<file path="src/rtl/core/bvs_pkg.sv">
// ----------------------------------------------------------------------------
// bvs_pkg
// Shared widths, state codes and helper types for the BILOU Viterbi step.
// ----------------------------------------------------------------------------
package bvs_pkg;

    localparam int PROB_BITS   = 16;
    localparam int ENTITY_BITS = 8;
    localparam int NUM_STATES  = 5;
    localparam int CODE_BITS   = 3;

    typedef logic [PROB_BITS-1:0]   prob_t;
    typedef logic [ENTITY_BITS-1:0] ent_t;
    typedef logic [CODE_BITS-1:0]   code_t;

    localparam prob_t FULL = {PROB_BITS{1'b1}};

    // Tag state codes
    localparam code_t ST_B    = 3'd0;
    localparam code_t ST_I    = 3'd1;
    localparam code_t ST_L    = 3'd2;
    localparam code_t ST_O    = 3'd3;
    localparam code_t ST_U    = 3'd4;
    localparam code_t ST_NONE = 3'd5;

    // Divider handshake with the sequencer
    typedef struct packed {
        logic  start;
        prob_t small_val;
        prob_t large_val;
    } div_req_t;

    typedef struct packed {
        logic  done;
        prob_t quotient;
    } div_rsp_t;

endpackage

</file>
<file path="src/rtl/core/bvs_div.sv">
// ----------------------------------------------------------------------------
// bvs_div
// Serial restoring divider: floor(small * FULL / large), one quotient bit
// per cycle. Requires small <= large and large != 0.
// ----------------------------------------------------------------------------
module bvs_div
(
    input  logic              clk,
    input  logic              rst_n,
    input  bvs_pkg::div_req_t req,
    output bvs_pkg::div_rsp_t rsp
);
    import bvs_pkg::*;

    localparam int CNT_BITS = $clog2(PROB_BITS + 1);

    logic [CNT_BITS-1:0]    cnt_reg;
    logic [CNT_BITS-1:0]    cnt_next;
    logic                   done_reg;
    logic                   done_next;
    prob_t                  rem_reg;
    prob_t                  rem_next;
    prob_t                  dvd_reg;
    prob_t                  dvd_next;
    prob_t                  quo_reg;
    prob_t                  quo_next;
    prob_t                  div_reg;
    prob_t                  div_next;
    logic [2*PROB_BITS-1:0] product_full;
    logic [PROB_BITS:0]     trial;
    logic [PROB_BITS:0]     diff;

    // Form small * FULL as (small << PROB_BITS) - small
    assign product_full = {req.small_val, {PROB_BITS{1'b0}}}
                          - {{PROB_BITS{1'b0}}, req.small_val};

    // Trial subtract for one quotient bit
    assign trial = {rem_reg, dvd_reg[PROB_BITS-1]};
    assign diff  = trial - {1'b0, div_reg};

    // Load on start, then advance one bit per cycle
    always_comb
    begin
        cnt_next  = cnt_reg;
        done_next = 1'b0;
        rem_next  = rem_reg;
        dvd_next  = dvd_reg;
        quo_next  = quo_reg;
        div_next  = div_reg;
        if (req.start)
        begin
            rem_next = product_full[2*PROB_BITS-1:PROB_BITS];
            dvd_next = product_full[PROB_BITS-1:0];
            div_next = req.large_val;
            cnt_next = CNT_BITS'(PROB_BITS);
        end
        else if (cnt_reg != '0)
        begin
            dvd_next = {dvd_reg[PROB_BITS-2:0], 1'b0};
            if (!diff[PROB_BITS])
            begin
                rem_next = diff[PROB_BITS-1:0];
                quo_next = {quo_reg[PROB_BITS-2:0], 1'b1};
            end
            else
            begin
                rem_next = trial[PROB_BITS-1:0];
                quo_next = {quo_reg[PROB_BITS-2:0], 1'b0};
            end
            cnt_next  = cnt_reg - 1'b1;
            done_next = (cnt_reg == CNT_BITS'(1));
        end
    end

    always_ff @(posedge clk or negedge rst_n)
    begin
        if (!rst_n)
        begin
            cnt_reg  <= '0;
            done_reg <= 1'b0;
        end
        else
        begin
            cnt_reg  <= cnt_next;
            done_reg <= done_next;
        end
    end

    always_ff @(posedge clk)
    begin
        rem_reg <= rem_next;
        dvd_reg <= dvd_next;
        quo_reg <= quo_next;
        div_reg <= div_next;
    end

    assign rsp.done     = done_reg;
    assign rsp.quotient = quo_reg;

endmodule

</file>
<file path="src/rtl/core/bvs_mul.sv">
// ----------------------------------------------------------------------------
// bvs_mul
// Shared Q0.16 multiplier with a registered result: (a * b) >> PROB_BITS.
// ----------------------------------------------------------------------------
module bvs_mul
(
    input  logic           clk,
    input  bvs_pkg::prob_t a,
    input  bvs_pkg::prob_t b,
    output bvs_pkg::prob_t p
);
    import bvs_pkg::*;

    logic [2*PROB_BITS-1:0] product;
    prob_t                  p_reg;

    assign product = a * b;

    // Register the upper half of the product
    always_ff @(posedge clk)
    begin
        p_reg <= product[2*PROB_BITS-1:PROB_BITS];
    end

    assign p = p_reg;

endmodule

</file>
<file path="src/rtl/core/bilou_viterbi_step.sv">
// ----------------------------------------------------------------------------
// bilou_viterbi_step
// One Viterbi step of a five-state BILOU tagger per request.
// ----------------------------------------------------------------------------
// A later token runs the serial divider (one quotient bit per cycle) and
// then the shared multiplier (one state per cycle); the divide is skipped
// when both compared paths are zero, and a first token skips both. A new
// request can be taken in the cycle after the result is loaded into the
// output register. Reset clears all path state.
module bilou_viterbi_step
(
    input  logic                clk,
    input  logic                rst_n,
    input  logic                in_valid,
    output logic                in_stall,
    input  logic                first_token,
    input  bvs_pkg::prob_t      prob_b,
    input  bvs_pkg::prob_t      prob_i,
    input  bvs_pkg::prob_t      prob_l,
    input  bvs_pkg::prob_t      prob_o,
    input  bvs_pkg::prob_t      prob_u,
    input  bvs_pkg::ent_t       ent_b,
    input  bvs_pkg::ent_t       ent_i,
    input  bvs_pkg::ent_t       ent_l,
    input  bvs_pkg::ent_t       ent_o,
    input  bvs_pkg::ent_t       ent_u,
    output logic                out_valid,
    input  logic                out_stall,
    output bvs_pkg::code_t      back_b,
    output bvs_pkg::code_t      back_i,
    output bvs_pkg::code_t      back_l,
    output bvs_pkg::code_t      back_o,
    output bvs_pkg::code_t      back_u,
    output bvs_pkg::code_t      best_state,
    output bvs_pkg::ent_t       carried_ent_i,
    output bvs_pkg::ent_t       carried_ent_l
);
    import bvs_pkg::*;

    typedef enum logic [4:0] {
        S_IDLE = 5'b00001,
        S_SEL  = 5'b00010,
        S_DIV  = 5'b00100,
        S_MUL  = 5'b01000,
        S_DONE = 5'b10000
    } seq_state_t;

    seq_state_t state_reg;
    seq_state_t state_next;

    prob_t path_prob_reg [NUM_STATES];
    ent_t  path_ent_reg  [NUM_STATES];
    prob_t lp_reg        [NUM_STATES];
    ent_t  le_reg        [NUM_STATES];
    logic  first_reg;
    code_t bl_reg;
    code_t bb_reg;
    logic  b_larger_reg;
    prob_t sl_reg;
    prob_t sb_reg;
    code_t cnt_reg;

    logic  out_valid_reg;
    code_t back_b_reg;
    code_t back_i_reg;
    code_t back_l_reg;
    code_t back_o_reg;
    code_t back_u_reg;
    code_t best_reg;
    ent_t  cent_i_reg;
    ent_t  cent_l_reg;

    logic     accept;
    logic     load_out;
    code_t    bl_sel;
    code_t    bb_sel;
    prob_t    pl;
    prob_t    pb;
    logic     b_larger;
    logic     both_zero;
    code_t    best_sel;
    logic     use_bl;
    code_t    wr_idx;
    prob_t    mul_a;
    prob_t    mul_p;
    div_req_t div_req;
    div_rsp_t div_rsp;

    assign accept   = in_valid && (state_reg == S_IDLE);
    assign in_stall = (state_reg != S_IDLE);
    assign load_out = (state_reg == S_DONE) && (!out_valid_reg || !out_stall);

    // Pick the best previous L/O/U and B/I, first one wins a tie
    always_comb
    begin
        bl_sel = ST_L;
        if (path_prob_reg[ST_O] > path_prob_reg[ST_L])
            bl_sel = ST_O;
        if (path_prob_reg[ST_U] > path_prob_reg[bl_sel])
            bl_sel = ST_U;
        bb_sel = (path_prob_reg[ST_I] > path_prob_reg[ST_B]) ? ST_I : ST_B;
    end

    assign pl        = path_prob_reg[bl_sel];
    assign pb        = path_prob_reg[bb_sel];
    assign b_larger  = (pb > pl);
    assign both_zero = !b_larger && (pl == '0);

    // Launch the normalization divide
    assign div_req.start     = (state_reg == S_SEL) && !first_reg && !both_zero;
    assign div_req.small_val = b_larger ? pl : pb;
    assign div_req.large_val = b_larger ? pb : pl;

    bvs_div u_div
    (
        .clk   (clk),
        .rst_n (rst_n),
        .req   (div_req),
        .rsp   (div_rsp)
    );

    // Feed one state per cycle into the shared multiplier
    assign use_bl = (cnt_reg == ST_B) || (cnt_reg == ST_O) || (cnt_reg == ST_U);
    assign mul_a  = use_bl ? sl_reg : sb_reg;
    assign wr_idx = cnt_reg - 1'b1;

    bvs_mul u_mul
    (
        .clk (clk),
        .a   (mul_a),
        .b   ((cnt_reg < CODE_BITS'(NUM_STATES)) ? lp_reg[cnt_reg] : '0),
        .p   (mul_p)
    );

    // Find the best path, earliest state wins a tie
    always_comb
    begin
        best_sel = ST_B;
        if (path_prob_reg[ST_I] > path_prob_reg[best_sel])
            best_sel = ST_I;
        if (path_prob_reg[ST_L] > path_prob_reg[best_sel])
            best_sel = ST_L;
        if (path_prob_reg[ST_O] > path_prob_reg[best_sel])
            best_sel = ST_O;
        if (path_prob_reg[ST_U] > path_prob_reg[best_sel])
            best_sel = ST_U;
    end

    // Sequencer next state
    always_comb
    begin
        state_next = state_reg;
        unique case (state_reg)
            S_IDLE:
            begin
                if (in_valid)
                    state_next = S_SEL;
            end
            S_SEL:
            begin
                if (first_reg)
                    state_next = S_DONE;
                else if (both_zero)
                    state_next = S_MUL;
                else
                    state_next = S_DIV;
            end
            S_DIV:
            begin
                if (div_rsp.done)
                    state_next = S_MUL;
            end
            S_MUL:
            begin
                if (cnt_reg == CODE_BITS'(NUM_STATES))
                    state_next = S_DONE;
            end
            S_DONE:
            begin
                if (load_out)
                    state_next = S_IDLE;
            end
            default:
            begin
                state_next = S_IDLE;
            end
        endcase
    end

    // Control and path state
    always_ff @(posedge clk or negedge rst_n)
    begin
        if (!rst_n)
        begin
            state_reg     <= S_IDLE;
            out_valid_reg <= 1'b0;
            cnt_reg       <= '0;
            for (int s = 0; s < NUM_STATES; s++)
            begin
                path_prob_reg[s] <= '0;
                path_ent_reg[s]  <= '0;
            end
        end
        else
        begin
            state_reg <= state_next;

            // Hold the result until taken
            if (load_out)
                out_valid_reg <= 1'b1;
            else if (!out_stall)
                out_valid_reg <= 1'b0;

            if (state_reg == S_SEL)
            begin
                cnt_reg <= '0;
                if (first_reg)
                begin
                    path_prob_reg[ST_B] <= lp_reg[ST_B];
                    path_prob_reg[ST_I] <= '0;
                    path_prob_reg[ST_L] <= '0;
                    path_prob_reg[ST_O] <= lp_reg[ST_O];
                    path_prob_reg[ST_U] <= lp_reg[ST_U];
                    for (int s = 0; s < NUM_STATES; s++)
                        path_ent_reg[s] <= le_reg[s];
                end
                else
                begin
                    path_ent_reg[ST_B] <= le_reg[ST_B];
                    path_ent_reg[ST_I] <= path_ent_reg[bb_sel];
                    path_ent_reg[ST_L] <= path_ent_reg[bb_sel];
                    path_ent_reg[ST_O] <= le_reg[ST_O];
                    path_ent_reg[ST_U] <= le_reg[ST_U];
                end
            end
            else if (state_reg == S_MUL)
            begin
                cnt_reg <= cnt_reg + 1'b1;
                if (cnt_reg != '0)
                    path_prob_reg[wr_idx] <= mul_p;
            end
        end
    end

    // Request capture and per-token working values
    always_ff @(posedge clk)
    begin
        if (accept)
        begin
            first_reg    <= first_token;
            lp_reg[ST_B] <= prob_b;
            lp_reg[ST_I] <= prob_i;
            lp_reg[ST_L] <= prob_l;
            lp_reg[ST_O] <= prob_o;
            lp_reg[ST_U] <= prob_u;
            le_reg[ST_B] <= ent_b;
            le_reg[ST_I] <= ent_i;
            le_reg[ST_L] <= ent_l;
            le_reg[ST_O] <= ent_o;
            le_reg[ST_U] <= ent_u;
        end
        if (state_reg == S_SEL)
        begin
            bl_reg       <= bl_sel;
            bb_reg       <= bb_sel;
            b_larger_reg <= b_larger;
            sl_reg       <= FULL;
            sb_reg       <= FULL;
        end
        // Scale the smaller path by the divider result
        if ((state_reg == S_DIV) && div_rsp.done)
        begin
            if (b_larger_reg)
                sl_reg <= div_rsp.quotient;
            else
                sb_reg <= div_rsp.quotient;
        end
        if (load_out)
        begin
            back_b_reg <= first_reg ? ST_NONE : bl_reg;
            back_i_reg <= first_reg ? ST_NONE : bb_reg;
            back_l_reg <= first_reg ? ST_NONE : bb_reg;
            back_o_reg <= first_reg ? ST_NONE : bl_reg;
            back_u_reg <= first_reg ? ST_NONE : bl_reg;
            best_reg   <= best_sel;
            cent_i_reg <= path_ent_reg[ST_I];
            cent_l_reg <= path_ent_reg[ST_L];
        end
    end

    assign out_valid     = out_valid_reg;
    assign back_b        = back_b_reg;
    assign back_i        = back_i_reg;
    assign back_l        = back_l_reg;
    assign back_o        = back_o_reg;
    assign back_u        = back_u_reg;
    assign best_state    = best_reg;
    assign carried_ent_i = cent_i_reg;
    assign carried_ent_l = cent_l_reg;

    // An accepted request always moves to path selection
    assert property (@(posedge clk) disable iff (!rst_n)
        in_valid && !in_stall |=> state_reg == S_SEL)
        else $error("accepted request did not start selection");

    // The divider only finishes while the sequencer waits on it
    assert property (@(posedge clk) disable iff (!rst_n)
        div_rsp.done |-> state_reg == S_DIV)
        else $error("divider finished outside the divide phase");

    // During multiply the larger path is at full scale
    assert property (@(posedge clk) disable iff (!rst_n)
        state_reg == S_MUL |-> (sl_reg == FULL) || (sb_reg == FULL))
        else $error("neither scale factor is full scale");

    // A result holds a real best state
    assert property (@(posedge clk) disable iff (!rst_n)
        out_valid |-> best_state <= ST_U)
        else $error("best state code out of range");

endmodule
</file>
<file path="config.mk">
export PLATFORM = sky130hd
export DESIGN_NAME = bilou_viterbi_step
export DESIGN_NICKNAME = d
export VERILOG_FILES = /design/src/rtl/core/bvs_pkg.sv /design/src/rtl/core/bvs_div.sv /design/src/rtl/core/bvs_mul.sv /design/src/rtl/core/bilou_viterbi_step.sv
export SDC_FILE = /design/constraint.sdc
export NUM_CORES = 2
export LEC_CHECK = 0
export ABC_AREA = 0
export BUFFER_PORTS_ARGS = -buffer_cell sky130_fd_sc_hd__clkbuf_2
export CORE_ASPECT_RATIO = 0.9
export CORE_UTILIZATION = 45
export CTS_BUF_LIST = sky130_fd_sc_hd__clkbuf_2 sky130_fd_sc_hd__clkbuf_4 sky130_fd_sc_hd__clkbuf_8
export DETAILED_ROUTE_END_ITERATION = 7
export HOLD_SLACK_MARGIN = 0.06
export SLEW_MARGIN = 5
export SYNTH_ARGS = -nofsm -noshare
export SYNTH_HDL_FRONTEND = slang
export SYNTH_SLANG_ARGS = --single-unit
</file>
<file path="constraint.sdc">
create_clock -name clk -period 15.4 [get_ports clk]
set_clock_uncertainty 0.2 [all_clocks]
set_input_delay 3.08 -clock clk [delete_from_list [all_inputs] [get_ports clk]]
set_output_delay 3.08 -clock clk [all_outputs]
set_load 0.01 [all_outputs]
</file>
==> impl_metrics.json <==
{
  "outcome": "finished clean",
  "fillers": 5520,
  "finalHoldViolations": 0,
  "syn_inst": 2815,
  "numPortBuffers": 142,
  "synth_ff_type": "edfxtp_1",
  "reg2reg_from": "path_prob_reg[28]",
  "critPathBufInv": 6,
  "r2r_slack_ps": 5320,
  "yosysTopAreaCell": "edfxtp_1",
  "routedWlPerCell_um": 20.5,
  "die-area_um2": 62200,
  "arrival_ps": 10220,
  "timing.final.crit_period_ps": 10080,
  "hold_start": "le_reg[0][4]",
  "yosysMostFrequentCell": "nand2_1",
  "min_to": "path_ent_reg[36]",
  "clk_latency_ps": 690,
  "die-height_um": 237,
  "drv_cap": 0,
  "yosysWarnings": 0,
  "cp_max_fo": 72,
  "layout-drive-gt1-share_pct": 13.1,
  "grt.overflow.total": 0,
  "critPathRequiredTime_ps": 15530,
  "cts_hold_buf": 0,
  "nets": 3498,
  "htree_num_levels": 2,
  "synth-edff-count": 198,
  "core_area_um2": 60100,
  "slowest_delay_ps": 940,
  "hold_class": "flop to flop",
  "cp-start-kind": "flop",
  "clkSinkCount": 365,
  "reg2reg_depth": 31,
  "cts_buffer_depth": 3,
  "syn_area_um2": 27500,
  "setup.worst_path.end_class": "flop",
  "relSlewSlack_pct": 7.54,
  "grt_pass1_wl_um": 121000,
  "crit_family": "compound AO/OA/AOI/OAI gates",
  "syn_area_per_cell_um2": 9.78,
  "chipWidth_um": 263,
  "fin_area_um2": 30400,
  "hold_depth": 2,
  "grt_pass1_vias": 21300,
  "drcViolationCount": 0,
  "numCtsBuffers": 60,
  "worst_path_most_repeated_cell": "buf_4",
  "grt_max_degree": 78,
  "max_freq_mhz": 99.2,
  "multi_input_area_um2": 16000,
  "dpl-instance-area_um2": 29100,
  "fin_util_pct": 50.6,
  "grtUsageTotal_pct": 25.1,
  "synth_area_leaders": "edfxtp_1 22%, fa_1 14%, ha_1 11%",
  "antenna_found_initial": 4,
  "final-seq-area_um2": 9890,
  "clock-root-buffer": "clkbuf_8",
  "yosysSeqAreaShare_pct": 35.9,
  "grt_setup_unrepaired": "no",
  "num_vias": 21200,
  "synth_seq_cells": 365,
  "period_share_pct": 65.5,
  "worst_pin_slew_ps": 1380,
  "tns_ps": 0,
  "holdWs_ps": 238,
  "post-cts-setup-buffers": 0,
  "slew_viol_final": 0,
  "yosys-top-cells-count": "364 x nand2_1, 314 x inv_1, 290 x nor2_1",
  "cts_resized": 0,
  "firstDrtPassIters": 7,
  "reg2reg_to": "u_div.quo_reg[8]",
  "dp_hpwl_um": 59700,
  "ys_types": 84,
  "gp_congestion": 0.916,
  "viasPerCell": 5.61,
  "ant_nets": 0,
  "rows": 85,
  "finalSetupViolCount": 0,
  "crit_slowest_cell": "o41ai_1",
  "ioPinCount": 161,
  "area_delta_synth_final_pct": 10.5,
  "drt_wl_total_um": 77500,
  "clkTransAtPathRegs_ps": 60,
  "critical_path_class": "flop to flop",
  "cts_tree": "built",
  "initial_core_util_pct": 45.8,
  "drtIter0Drc": 1570,
  "synthArstFlopShare_pct": 32.6,
  "synthDominantCellAreaShare_pct": 21.6
}
-- final cells by class --
| cell class | count | share of cell area [%] |
|---|---|---|
| inverters | 316 | 3.91 |
| clock buffers | 89 | 3.59 |
| repair buffers | 187 | 3.48 |
| clock inverters | 22 | 0.798 |
| multi-input cells | 2012 | 52.5 |
| diodes | 5 | 0.0411 |
| flip-flops and latches | 365 | 32.5 |
| well taps | 783 | 3.22 |
-- how the worst max path moves through the flow --
stage          cells after the start  slack, ps         startpoint                 to
6_report                          31       5320  path_prob_reg[28]   u_div.quo_reg[8]
5_1_grt                           42       4610  path_prob_reg[70]      best_state[1]
4_1_cts                           31       5250  path_prob_reg[31]   u_div.quo_reg[2]
3_5_place_dp                      31       5310  path_prob_reg[31]   u_div.quo_reg[9]
3_3_place_gp                      42       5270  path_prob_reg[70]      best_state[1]
2_1_floorplan                     38       6880  path_prob_reg[28]  u_div.rem_reg[10]
-- per-layer routing --
layer  wire length (um)  vias to the layer above  track usage (%)
met3               5060                      114             3.49
met1              35700                    10500             36.2
li1                   -                     9836                -
met2              34400                      694             38.8
met4               2330                        0             8.59
met5                  0                        -                0
-- stage by stage --
stage | cells | worst slack [ps]
after floorplan | 2816 | 6880
after detailed placement | 3662 | 5310
after global routing | 3779 | 4610
after global placement | 3662 | 5270
final | 3779 | 5320
after CTS | 3773 | 5250
-- worst min-delay path, cell delays in order (launching register included) --
cell,delay [ps]
edfxtp_1,320
nand2_1,50
nand2_1,40
-- cell families after synthesis --
kind of cell | count (synthesis) | share of synthesized area [%]
AOI/OAI and AO/OA | 476 | 11.0
xor gates and xnor gates | 51 | 1.62
adders and majority gates | 432 | 24.9
buffers and inverters | 439 | 6.28
DFF | 365 | 35.9
muxes | 126 | 5.34
other | 1 | 0.0136
and+or+nand+nor | 925 | 14.9
-- cell usage in the layout, fill, tap and decap left out, drive strengths merged, types with 26 or more instances in the layout --
cell,netlist,layout
nand2,364,364
inv,316,318
nor2,290,290
ha,237,237
clkbuf,89,230
edfxtp,198,198
fa,194,194
a21oi,159,159
dfrtp,118,118
o21ai,111,111
mux2i,71,71
nand3,69,69
a22oi,51,51
dfxtp,48,48
buf,34,46
mux2,43,43
nor2b,37,37
xnor2,35,35
nor3,28,28
and2,28,28
a21o,26,26
Power is not shown: default switching activity piles up to over one toggle a cycle in this logic, so the estimate is an artifact.
